$ cat src/rtl/observation_session_tracker_assert.svh
// ----------------------------------------------------------------------------
// observation session tracker assertion macros
// concurrent assertion wrappers, compiled out when ASSERT_OFF is defined
// ----------------------------------------------------------------------------
`ifndef OBSERVATION_SESSION_TRACKER_ASSERT_SVH
`define OBSERVATION_SESSION_TRACKER_ASSERT_SVH

`ifndef ASSERT_OFF

`define OST_ASSERT(lbl, clk, rstn, prop, msg) \
    lbl: assert property (@(posedge clk) disable iff (!rstn) prop) else $error(msg);

`define OST_ASSERT_NEVER(lbl, clk, rstn, expr, msg) \
    lbl: assert property (@(posedge clk) disable iff (!rstn) !(expr)) else $error(msg);

`else

`define OST_ASSERT(lbl, clk, rstn, prop, msg)

`define OST_ASSERT_NEVER(lbl, clk, rstn, expr, msg)

`endif

`endif

$ cat src/rtl/obst_pkg.sv
// ----------------------------------------------------------------------------
// obst_pkg
// shared types and constants of the observation session tracker
// ----------------------------------------------------------------------------
package obst_pkg;

    localparam int TABLE_ENTRIES_DEF = 16;
    localparam int KEY_W             = 32;
    localparam int TIME_W            = 32;
    localparam int SEQ_W             = 32;
    localparam int ENTRY_IDX_W       = 4;
    localparam int S_TDATA_W         = 96;
    localparam int M_TDATA_W         = 72;
    localparam int M_TDATA_USED_W    = SEQ_W + TIME_W + ENTRY_IDX_W;

    localparam logic [TIME_W-1:0] GAP_RESET = TIME_W'(1000);

    typedef enum logic [1:0] {
        ST_IDLE,
        ST_SCAN,
        ST_WRITE
    } state_t;

    typedef struct packed {
        logic [KEY_W-1:0]  adv_key;
        logic [KEY_W-1:0]  st_key;
        logic [TIME_W-1:0] last_seen;
        logic [SEQ_W-1:0]  seq;
        logic [TIME_W-1:0] start;
    } slot_row_t;

endpackage

$ cat src/rtl/observation_session_tracker.sv
// ----------------------------------------------------------------------------
// observation_session_tracker
// groups sightings (advertiser key, state key, time) into observations
// ----------------------------------------------------------------------------
// s_ channel: one sighting per transfer, tdata = advertiser key, state key,
// time in ms. m_ channel: one result per sighting, tdata = observation
// sequence, observation start time, entry index; tuser = new-observation flag.
// cfg_wr_en/cfg_wr_data write the inactivity gap; a nonzero write also clears
// the table and the sequence counter, a zero write is dropped.
// The table rows sit in one synchronous memory read once per cycle during a
// linear scan; valid bits are flip-flops. The scan of a sighting ends at the
// first matching entry or after the last entry, so it is shorter when a
// matching entry comes early in the scan. The result is written into the
// output register at the write-back, which waits until the output register
// is free. The memory read-modify-write of one sighting ends before the next
// scan starts, so accesses never overlap.
// Reset clears all valid bits, the sequence counter, the gap (to 1000 ms) and
// the output valid flag. When m_tready is low the result waits in the output
// register; the next sighting is taken and scanned but holds in its write
// cycle until the output register is free.
// ----------------------------------------------------------------------------
`include "observation_session_tracker_assert.svh"

module observation_session_tracker #(
    parameter int TABLE_ENTRIES = obst_pkg::TABLE_ENTRIES_DEF
) (
    input  logic                           aclk,
    input  logic                           aresetn,
    input  logic                           cfg_wr_en,
    input  logic [obst_pkg::TIME_W-1:0]    cfg_wr_data,
    input  logic                           s_tvalid,
    output logic                           s_tready,
    // advertiser_key, state_key, now_ms
    input  logic [obst_pkg::S_TDATA_W-1:0] s_tdata,
    output logic                           m_tvalid,
    input  logic                           m_tready,
    // observation_seq, observation_start_ms, entry_index, zero pad
    output logic [obst_pkg::M_TDATA_W-1:0] m_tdata,
    // is_new
    output logic                           m_tuser
);

    import obst_pkg::*;

    localparam int IDX_W = (TABLE_ENTRIES > 1) ? $clog2(TABLE_ENTRIES) : 1;
    localparam logic [IDX_W-1:0] LAST_IDX = IDX_W'(TABLE_ENTRIES - 1);

    state_t state_reg, state_next;

    slot_row_t slot_mem [TABLE_ENTRIES];
    slot_row_t rd_row_reg;

    logic [TABLE_ENTRIES-1:0] slot_valid_reg;
    logic [SEQ_W-1:0]         seq_counter_reg;
    logic [TIME_W-1:0]        gap_reg;

    logic [KEY_W-1:0]  adv_reg;
    logic [KEY_W-1:0]  st_reg;
    logic [TIME_W-1:0] now_reg;

    logic [IDX_W-1:0] rd_addr_reg;
    logic [IDX_W-1:0] chk_idx_reg;
    logic             chk_vld_reg;

    logic              match_found_reg;
    logic [IDX_W-1:0]  match_idx_reg;
    logic              cont_reg;
    logic [SEQ_W-1:0]  match_seq_reg;
    logic [TIME_W-1:0] match_start_reg;
    logic              free_found_reg;
    logic [IDX_W-1:0]  free_idx_reg;
    logic              oldest_found_reg;
    logic [IDX_W-1:0]  oldest_idx_reg;
    logic [TIME_W-1:0] oldest_age_reg;

    logic                 m_tvalid_reg;
    logic [M_TDATA_W-1:0] m_tdata_reg;
    logic                 m_tuser_reg;

    logic              s_accept;
    logic              out_free;
    logic              m_load;
    logic              rd_en;
    logic              chk_row_valid;
    logic              hit;
    logic              scan_done;
    logic [TIME_W-1:0] age;
    logic              new_obs;
    logic [IDX_W-1:0]  pick;
    logic [SEQ_W-1:0]  out_seq;
    logic [TIME_W-1:0] out_start;
    slot_row_t         wr_row;

    assign out_free      = !m_tvalid_reg || m_tready;
    assign s_accept      = s_tvalid && s_tready;
    assign chk_row_valid = slot_valid_reg[chk_idx_reg];
    assign hit           = chk_vld_reg && chk_row_valid &&
                           (rd_row_reg.adv_key == adv_reg) && (rd_row_reg.st_key == st_reg);
    assign scan_done     = chk_vld_reg && (hit || (chk_idx_reg == LAST_IDX));
    assign age           = now_reg - rd_row_reg.last_seen;

    // next state
    always_comb begin
        state_next = state_reg;
        unique case (state_reg)
            ST_IDLE: begin
                if (s_tvalid) begin
                    state_next = ST_SCAN;
                end
            end
            ST_SCAN: begin
                if (scan_done) begin
                    state_next = ST_WRITE;
                end
            end
            ST_WRITE: begin
                if (out_free) begin
                    state_next = ST_IDLE;
                end
            end
            default: state_next = ST_IDLE;
        endcase
    end

    // state outputs
    always_comb begin
        s_tready = 1'b0;
        rd_en    = 1'b0;
        m_load   = 1'b0;
        unique case (state_reg)
            ST_IDLE:  s_tready = 1'b1;
            ST_SCAN:  rd_en    = 1'b1;
            ST_WRITE: m_load   = out_free;
            default:  s_tready = 1'b0;
        endcase
    end

    // entry choice for the write-back
    always_comb begin
        priority if (match_found_reg) begin
            pick = match_idx_reg;
        end else if (free_found_reg) begin
            pick = free_idx_reg;
        end else if (oldest_found_reg) begin
            pick = oldest_idx_reg;
        end else begin
            pick = '0;
        end
        new_obs   = !match_found_reg || !cont_reg;
        out_seq   = new_obs ? (seq_counter_reg + SEQ_W'(1)) : match_seq_reg;
        out_start = new_obs ? now_reg : match_start_reg;
        wr_row.adv_key   = adv_reg;
        wr_row.st_key    = st_reg;
        wr_row.last_seen = now_reg;
        wr_row.seq       = out_seq;
        wr_row.start     = out_start;
    end

    // table memory
    always_ff @(posedge aclk) begin
        if (m_load) begin
            slot_mem[pick] <= wr_row;
        end
        if (rd_en) begin
            rd_row_reg <= slot_mem[rd_addr_reg];
        end
    end

    // control state
    always_ff @(posedge aclk) begin
        if (!aresetn) begin
            state_reg        <= ST_IDLE;
            slot_valid_reg   <= '0;
            seq_counter_reg  <= '0;
            gap_reg          <= GAP_RESET;
            chk_vld_reg      <= 1'b0;
            match_found_reg  <= 1'b0;
            free_found_reg   <= 1'b0;
            oldest_found_reg <= 1'b0;
            m_tvalid_reg     <= 1'b0;
        end else begin
            state_reg   <= state_next;
            chk_vld_reg <= (state_reg == ST_SCAN) && !scan_done;
            if (s_accept) begin
                match_found_reg  <= 1'b0;
                free_found_reg   <= 1'b0;
                oldest_found_reg <= 1'b0;
            end
            if (chk_vld_reg && (state_reg == ST_SCAN)) begin
                if (hit) begin
                    match_found_reg <= 1'b1;
                end else if (chk_row_valid) begin
                    if (!oldest_found_reg || (age > oldest_age_reg)) begin
                        oldest_found_reg <= 1'b1;
                    end
                end else if (!free_found_reg) begin
                    free_found_reg <= 1'b1;
                end
            end
            if (cfg_wr_en && (cfg_wr_data != '0)) begin
                gap_reg         <= cfg_wr_data;
                slot_valid_reg  <= '0;
                seq_counter_reg <= '0;
            end else if (m_load) begin
                slot_valid_reg[pick] <= 1'b1;
                if (new_obs) begin
                    seq_counter_reg <= out_seq;
                end
            end
            if (m_load) begin
                m_tvalid_reg <= 1'b1;
            end else if (m_tready) begin
                m_tvalid_reg <= 1'b0;
            end
        end
    end

    // scan datapath
    always_ff @(posedge aclk) begin
        if (s_accept) begin
            adv_reg     <= s_tdata[KEY_W-1:0];
            st_reg      <= s_tdata[2*KEY_W-1:KEY_W];
            now_reg     <= s_tdata[2*KEY_W+TIME_W-1:2*KEY_W];
            rd_addr_reg <= '0;
        end else if (rd_en && (rd_addr_reg != LAST_IDX)) begin
            rd_addr_reg <= rd_addr_reg + IDX_W'(1);
        end
        chk_idx_reg <= rd_addr_reg;
        if (chk_vld_reg && (state_reg == ST_SCAN)) begin
            if (hit) begin
                match_idx_reg   <= chk_idx_reg;
                cont_reg        <= age < gap_reg;
                match_seq_reg   <= rd_row_reg.seq;
                match_start_reg <= rd_row_reg.start;
            end else if (chk_row_valid) begin
                if (!oldest_found_reg || (age > oldest_age_reg)) begin
                    oldest_idx_reg <= chk_idx_reg;
                    oldest_age_reg <= age;
                end
            end else if (!free_found_reg) begin
                free_idx_reg <= chk_idx_reg;
            end
        end
        if (m_load) begin
            m_tdata_reg <= M_TDATA_W'({ENTRY_IDX_W'(pick), out_start, out_seq});
            m_tuser_reg <= new_obs;
        end
    end

    assign m_tvalid = m_tvalid_reg;
    assign m_tdata  = m_tdata_reg;
    assign m_tuser  = m_tuser_reg;

    `OST_ASSERT(a_accept_starts_scan, aclk, aresetn, s_accept |=> (state_reg == ST_SCAN), "transfer accepted without starting a scan")
    `OST_ASSERT(a_seq_only_on_write, aclk, aresetn, ((state_reg != ST_WRITE) && !cfg_wr_en) |=> $stable(seq_counter_reg), "sequence counter moved outside a write-back")
    `OST_ASSERT(a_continue_needs_match, aclk, aresetn, (m_load && !new_obs) |-> match_found_reg, "continued observation without a matching entry")
    `OST_ASSERT_NEVER(a_chk_idx_range, aclk, aresetn, chk_vld_reg && (chk_idx_reg > LAST_IDX), "scan index beyond the table")

endmodule
$ cat config.mk
export PLATFORM = sky130hd
export DESIGN_NAME = observation_session_tracker
export DESIGN_NICKNAME = d
export VERILOG_FILES = /design/src/rtl/obst_pkg.sv /design/src/rtl/observation_session_tracker.sv
export VERILOG_INCLUDE_DIRS = /design/src /design/src/rtl
export SDC_FILE = /design/constraint.sdc
export NUM_CORES = 2
export LEC_CHECK = 0
export CORE_MARGIN = 8
export CORE_UTILIZATION = 45
export CTS_CLUSTER_DIAMETER = 80
export DETAILED_ROUTE_END_ITERATION = 8
export DONT_BUFFER_PORTS = 1
export GPL_TIMING_DRIVEN = 0
export PLACE_DENSITY_LB_ADDON = 0.05
export SLEW_MARGIN = 20
export SYNTH_ARGS = -nofsm -noshare
export SYNTH_HDL_FRONTEND = slang
export SYNTH_SLANG_ARGS = --single-unit
$ cat constraint.sdc
create_clock -name aclk -period 18.1 [get_ports aclk]
set_clock_uncertainty 0.1 [all_clocks]
set_input_delay 2.715 -clock aclk [delete_from_list [all_inputs] [get_ports aclk]]
set_output_delay 2.715 -clock aclk [all_outputs]
set_load 0.03 [all_outputs]
==> flow_metrics.env <==
export IMPL_cts_tree="yes"
export IMPL_reg2reg_depth=20
export IMPL_ys_flop_type="edfxtp_1"
export IMPL_synth_edf_count=2994
export IMPL_path_class="register to register"
export IMPL_grt_max_degree=64
export IMPL_syn_to_final_growth_pct=17.7
export IMPL_die_x_um=528
export IMPL_crit_chain="inv_1 > ha_1 > inv_1 > fa_1 > a21o_1 > a221oi_1 > nor2_1 > o22ai_2 > o31ai_1 > a21oi_1 > o31ai_1 > xor2_1 > ha_1 > nand4_1 > nor4_1 > a211oi_1 > nor3_2 > buf_4 > buf_4 > buf_4"
export IMPL_syn_area_sq_mm=0.118
export IMPL_initial_utilization=0.451
export IMPL_fin_worst_hold_slack_ps=275
export IMPL_setup_viol_count_final=0
export IMPL_ir_drop_v=0.000109
export IMPL_max_stage_delay_ps=700
export IMPL_ys_ff_latch=3089
export IMPL_end_kind="register"
export IMPL_synthTopCellsByArea="edfxtp_1 (76%), mux4_2 (15%), dfxtp_1 (1.6%), ha_1 (1.0%), xnor2_1 (0.62%)"
export IMPL_dieArea_sq_mm=0.278
export IMPL_fillerInstances=20000
export IMPL_async_flop_share=0
export IMPL_post_synth_top_area_cell="edfxtp_1"
export IMPL_regArea_sq_mm=0.0918
export IMPL_routed_wl_um=323000
export IMPL_critPathMaxFanout=18
export IMPL_synth_seq_area_share=0.780
export IMPL_worst_skew_pair_late_latency_ps=900
export IMPL_cpMostUsedCell="buf_4"
export IMPL_synth_top_family_by_area="multiplexers"
export IMPL_clock_sinks=3089
export IMPL_cts_resized=0
export IMPL_yosys_area_share_simple=0.0171
export IMPL_p_per_area_mw_per_mm2=122
export IMPL_maxCapViolations=0
export IMPL_fmax_mhz=150
export IMPL_r2r_end="oldest_age_reg[25]"
export IMPL_antenna_found_initial=53
export IMPL_grt_pass1_wl_um=451000
export IMPL_dr_first_iter_drc_count=6092
export IMPL_drt_wirelength_per_cell_um=33.9
export IMPL_cts_max_level=5
export IMPL_r2r_start="now_reg[0]"
export IMPL_period_share=0.368
export IMPL_status="finished, final reports clean"
export IMPL_finalSetupTns_ps=0
export IMPL_clk_pin_slew_worst_paths_ps=60
export IMPL_cpMaxStageDelayCell="edfxtp_1"
export IMPL_ant_nets=0
export IMPL_hold_depth=0
export IMPL_holdCritStartpoint="rd_addr_reg[0]"
export IMPL_viasPerCell=5.83
export IMPL_dp_cells=8927
export IMPL_final_min_clock_period_ps=6660
export IMPL_post_cts_buffers=0
export IMPL_io_buffers=0
export IMPL_drt_first_pass_iters=5
export IMPL_synth_mux_area_frac=0.159
export IMPL_critPathLaunch="now_reg[0]"
export IMPL_dp_final_hpwl_um=209000
export IMPL_yosysWarnings=0
export IMPL_drv_slew=0
export IMPL_grt_usage=0.230
export IMPL_hold_viol_final=0
export IMPL_root_buffer="clkbuf_16"
export IMPL_postCtsHoldBufs=0
export IMPL_overflow=0
export IMPL_core_area_sq_mm=0.261
export IMPL_worstPathArrival_ps=7120
export IMPL_gp_congestion=0.758
export IMPL_die_y_um=528
export IMPL_synthXorXnorAreaFrac=0.0102
export IMPL_p_leak_nw=43.1
export IMPL_final_cells=9548
export IMPL_multi_input_area_sq_mm=0.0249
export IMPL_cts_max_path_buffers=4
export IMPL_max_slew_margin=0.185
export IMPL_hold_end="chk_idx_reg[0]"
export IMPL_layout_drive_gt1_share=0.284
export IMPL_tightestPinTransition_ps=1220
export IMPL_netlist_instances=5171
export IMPL_grt_pass1_vias=57100
export IMPL_avgSynthCellArea_sq_um=22.8
export IMPL_numCtsBuffers=331
export IMPL_synth_top_area_frac=0.763
export IMPL_grt_setup_unrepaired="false"
export IMPL_synth_compound_area_frac=0.0120
export IMPL_rrSetupSlack_ps=11440
export IMPL_ioPinCount=208
export IMPL_route_detailed_drc=0
export IMPL_yosysUniqueCellTypes=63
export IMPL_critPathLaunchType="register"
export IMPL_fin_nets=5982
export IMPL_hold_path_class="register to register"
export IMPL_synthAdderAreaFrac=0.0104
export IMPL_worstPathRequired_ps=18560
export IMPL_rows=188
export IMPL_vias=55700
export IMPL_largest_register_ffs=2560
==> power breakdown <==
group,switching [mW],internal [mW]
Sequential,0.111,7.98
Clock,2.76,3.75
Combinational,1.21,1.10
==> metrics by stage <==
step | setup slack (ps) | cell area, sq um | power (mW) | util
2_1_floorplan | 5810 | 118000 | 9.76 | -
3_3_place_gp | -9730 | 122000 | 10.6 | 0.468
3_5_place_dp | 11520 | 128000 | 10.6 | 0.490
4_1_cts | 11430 | 138000 | 17.1 | 0.529
5_1_grt | 11050 | 139000 | 17.5 | 0.530
6_report | 11440 | 139000 | 16.9 | 0.530
==> cell usage after synthesis (all sizes together), types with 3 or more instances <==
| master | instances |
|---|---|
| inv | 121 |
| o21ai | 44 |
| mux2i | 26 |
| o211ai | 5 |
| and4 | 5 |
| nor2 | 154 |
| or3 | 12 |
| nor3 | 11 |
| nor4 | 15 |
| o21bai | 6 |
| nand2b | 18 |
| or4 | 3 |
| dfxtp | 95 |
| a211o | 3 |
| nand3 | 26 |
| a211oi | 7 |
| o2111ai | 3 |
| nand4 | 30 |
| ha | 96 |
| edfxtp | 2994 |
| clkbuf | 152 |
| o31ai | 3 |
| xnor2 | 83 |
| a22oi | 3 |
| nand2 | 80 |
| a221oi | 4 |
| mux2 | 33 |
| xor2 | 54 |
| a21oi | 95 |
| buf | 67 |
| and2 | 6 |
| a21o | 24 |
| and3 | 8 |
| a21boi | 3 |
| nor2b | 41 |
| o21a | 9 |
| mux4 | 805 |
| o22ai | 3 |
==> final cells by class <==
cell class | count | area share
clock buffers | 416 | 0.0638
inverters | 121 | 0.00337
well taps | 3515 | 0.0317
plain buffers | 219 | 0.00702
flip-flops and latches | 3089 | 0.662
multi-input cells | 1745 | 0.180
diodes | 31 | 0.000560
repair buffers | 245 | 0.0411
clock inverters | 167 | 0.0103
==> logic make-up after synthesis <==
logic type	after synthesis
buffers and inverters	340
AND/OR/NAND/NOR	416
multiplexers	864
other	1
flip-flops	3089
AO/OA/AOI/OAI	227
adder cells (fa/ha/maj)	97
XOR/XNOR	137
==> layout by cell type, fill, tap and decap left out, types with 6 or more instances in the layout <==
cell type  synthesis  layout
edfxtp_1        2994    2994
mux4_2           805     805
clkbuf_16          0     340
clkbuf_1         152     177
nor2_1           154     137
inv_1            121     119
buf_16             0     118
buf_12             0     115
ha_1              96      96
dfxtp_1           95      95
xnor2_1           83      82
nand2_1           80      80
clkinv_1           0      66
a21oi_1           95      64
buf_2             42      57
clkinv_2           0      57
xor2_1            54      54
clkbuf_2           0      48
o21ai_0           44      44
nor2b_1           41      40
mux2_2            33      33
diode_2            0      31
a21oi_2            0      31
nand4_1           30      30
mux2i_1           26      26
nand3_1           25      25
a21o_1            24      24
bufinv_16          0      21
nand2b_1          18      18
nor2_4             0      17
nor4_1            15      15
or3_1             12      12
inv_6              0      11
nor3_1            11      10
buf_4              5       9
o21a_1             9       9
and3_1             8       8
buf_8              0       7
o21bai_1           6       6
==> worst max path at each step <==
stage,to,slack (ps),depth (start not counted)
after floorplan,slot_mem[15][0],5810,5
after global placement,match_seq_reg[2],-9730,3
after detailed placement,oldest_age_reg[25],11520,20
after CTS,oldest_age_reg[25],11430,16
after global routing,oldest_age_reg[25],11050,20
final,oldest_age_reg[25],11440,20
==> worst max-delay path, delay by kind of cell, from the launching register on <==
| kind | cells | cell delay [ps] |
|---|---|---|
| AOI/OAI and AO/OA | 7 | 2030 |
| and+or+nand+nor | 4 | 1300 |
| buffers and inverters | 5 | 980 |
| adders and majority gates | 3 | 790 |
| DFF | 1 | 700 |
| xor gates and xnor gates | 1 | 410 |
==> routing by layer <==
layer | wire (um) | GRT usage | up-vias
li1 | - | - | 22900
met1 | 138000 | 0.328 | 30400
met2 | 153000 | 0.364 | 1962
met3 | 24300 | 0.0501 | 417
met4 | 7750 | 0.0582 | 2
met5 | 10 | 0 | -
No activity file was read; power rests on OpenSTA's default activity.
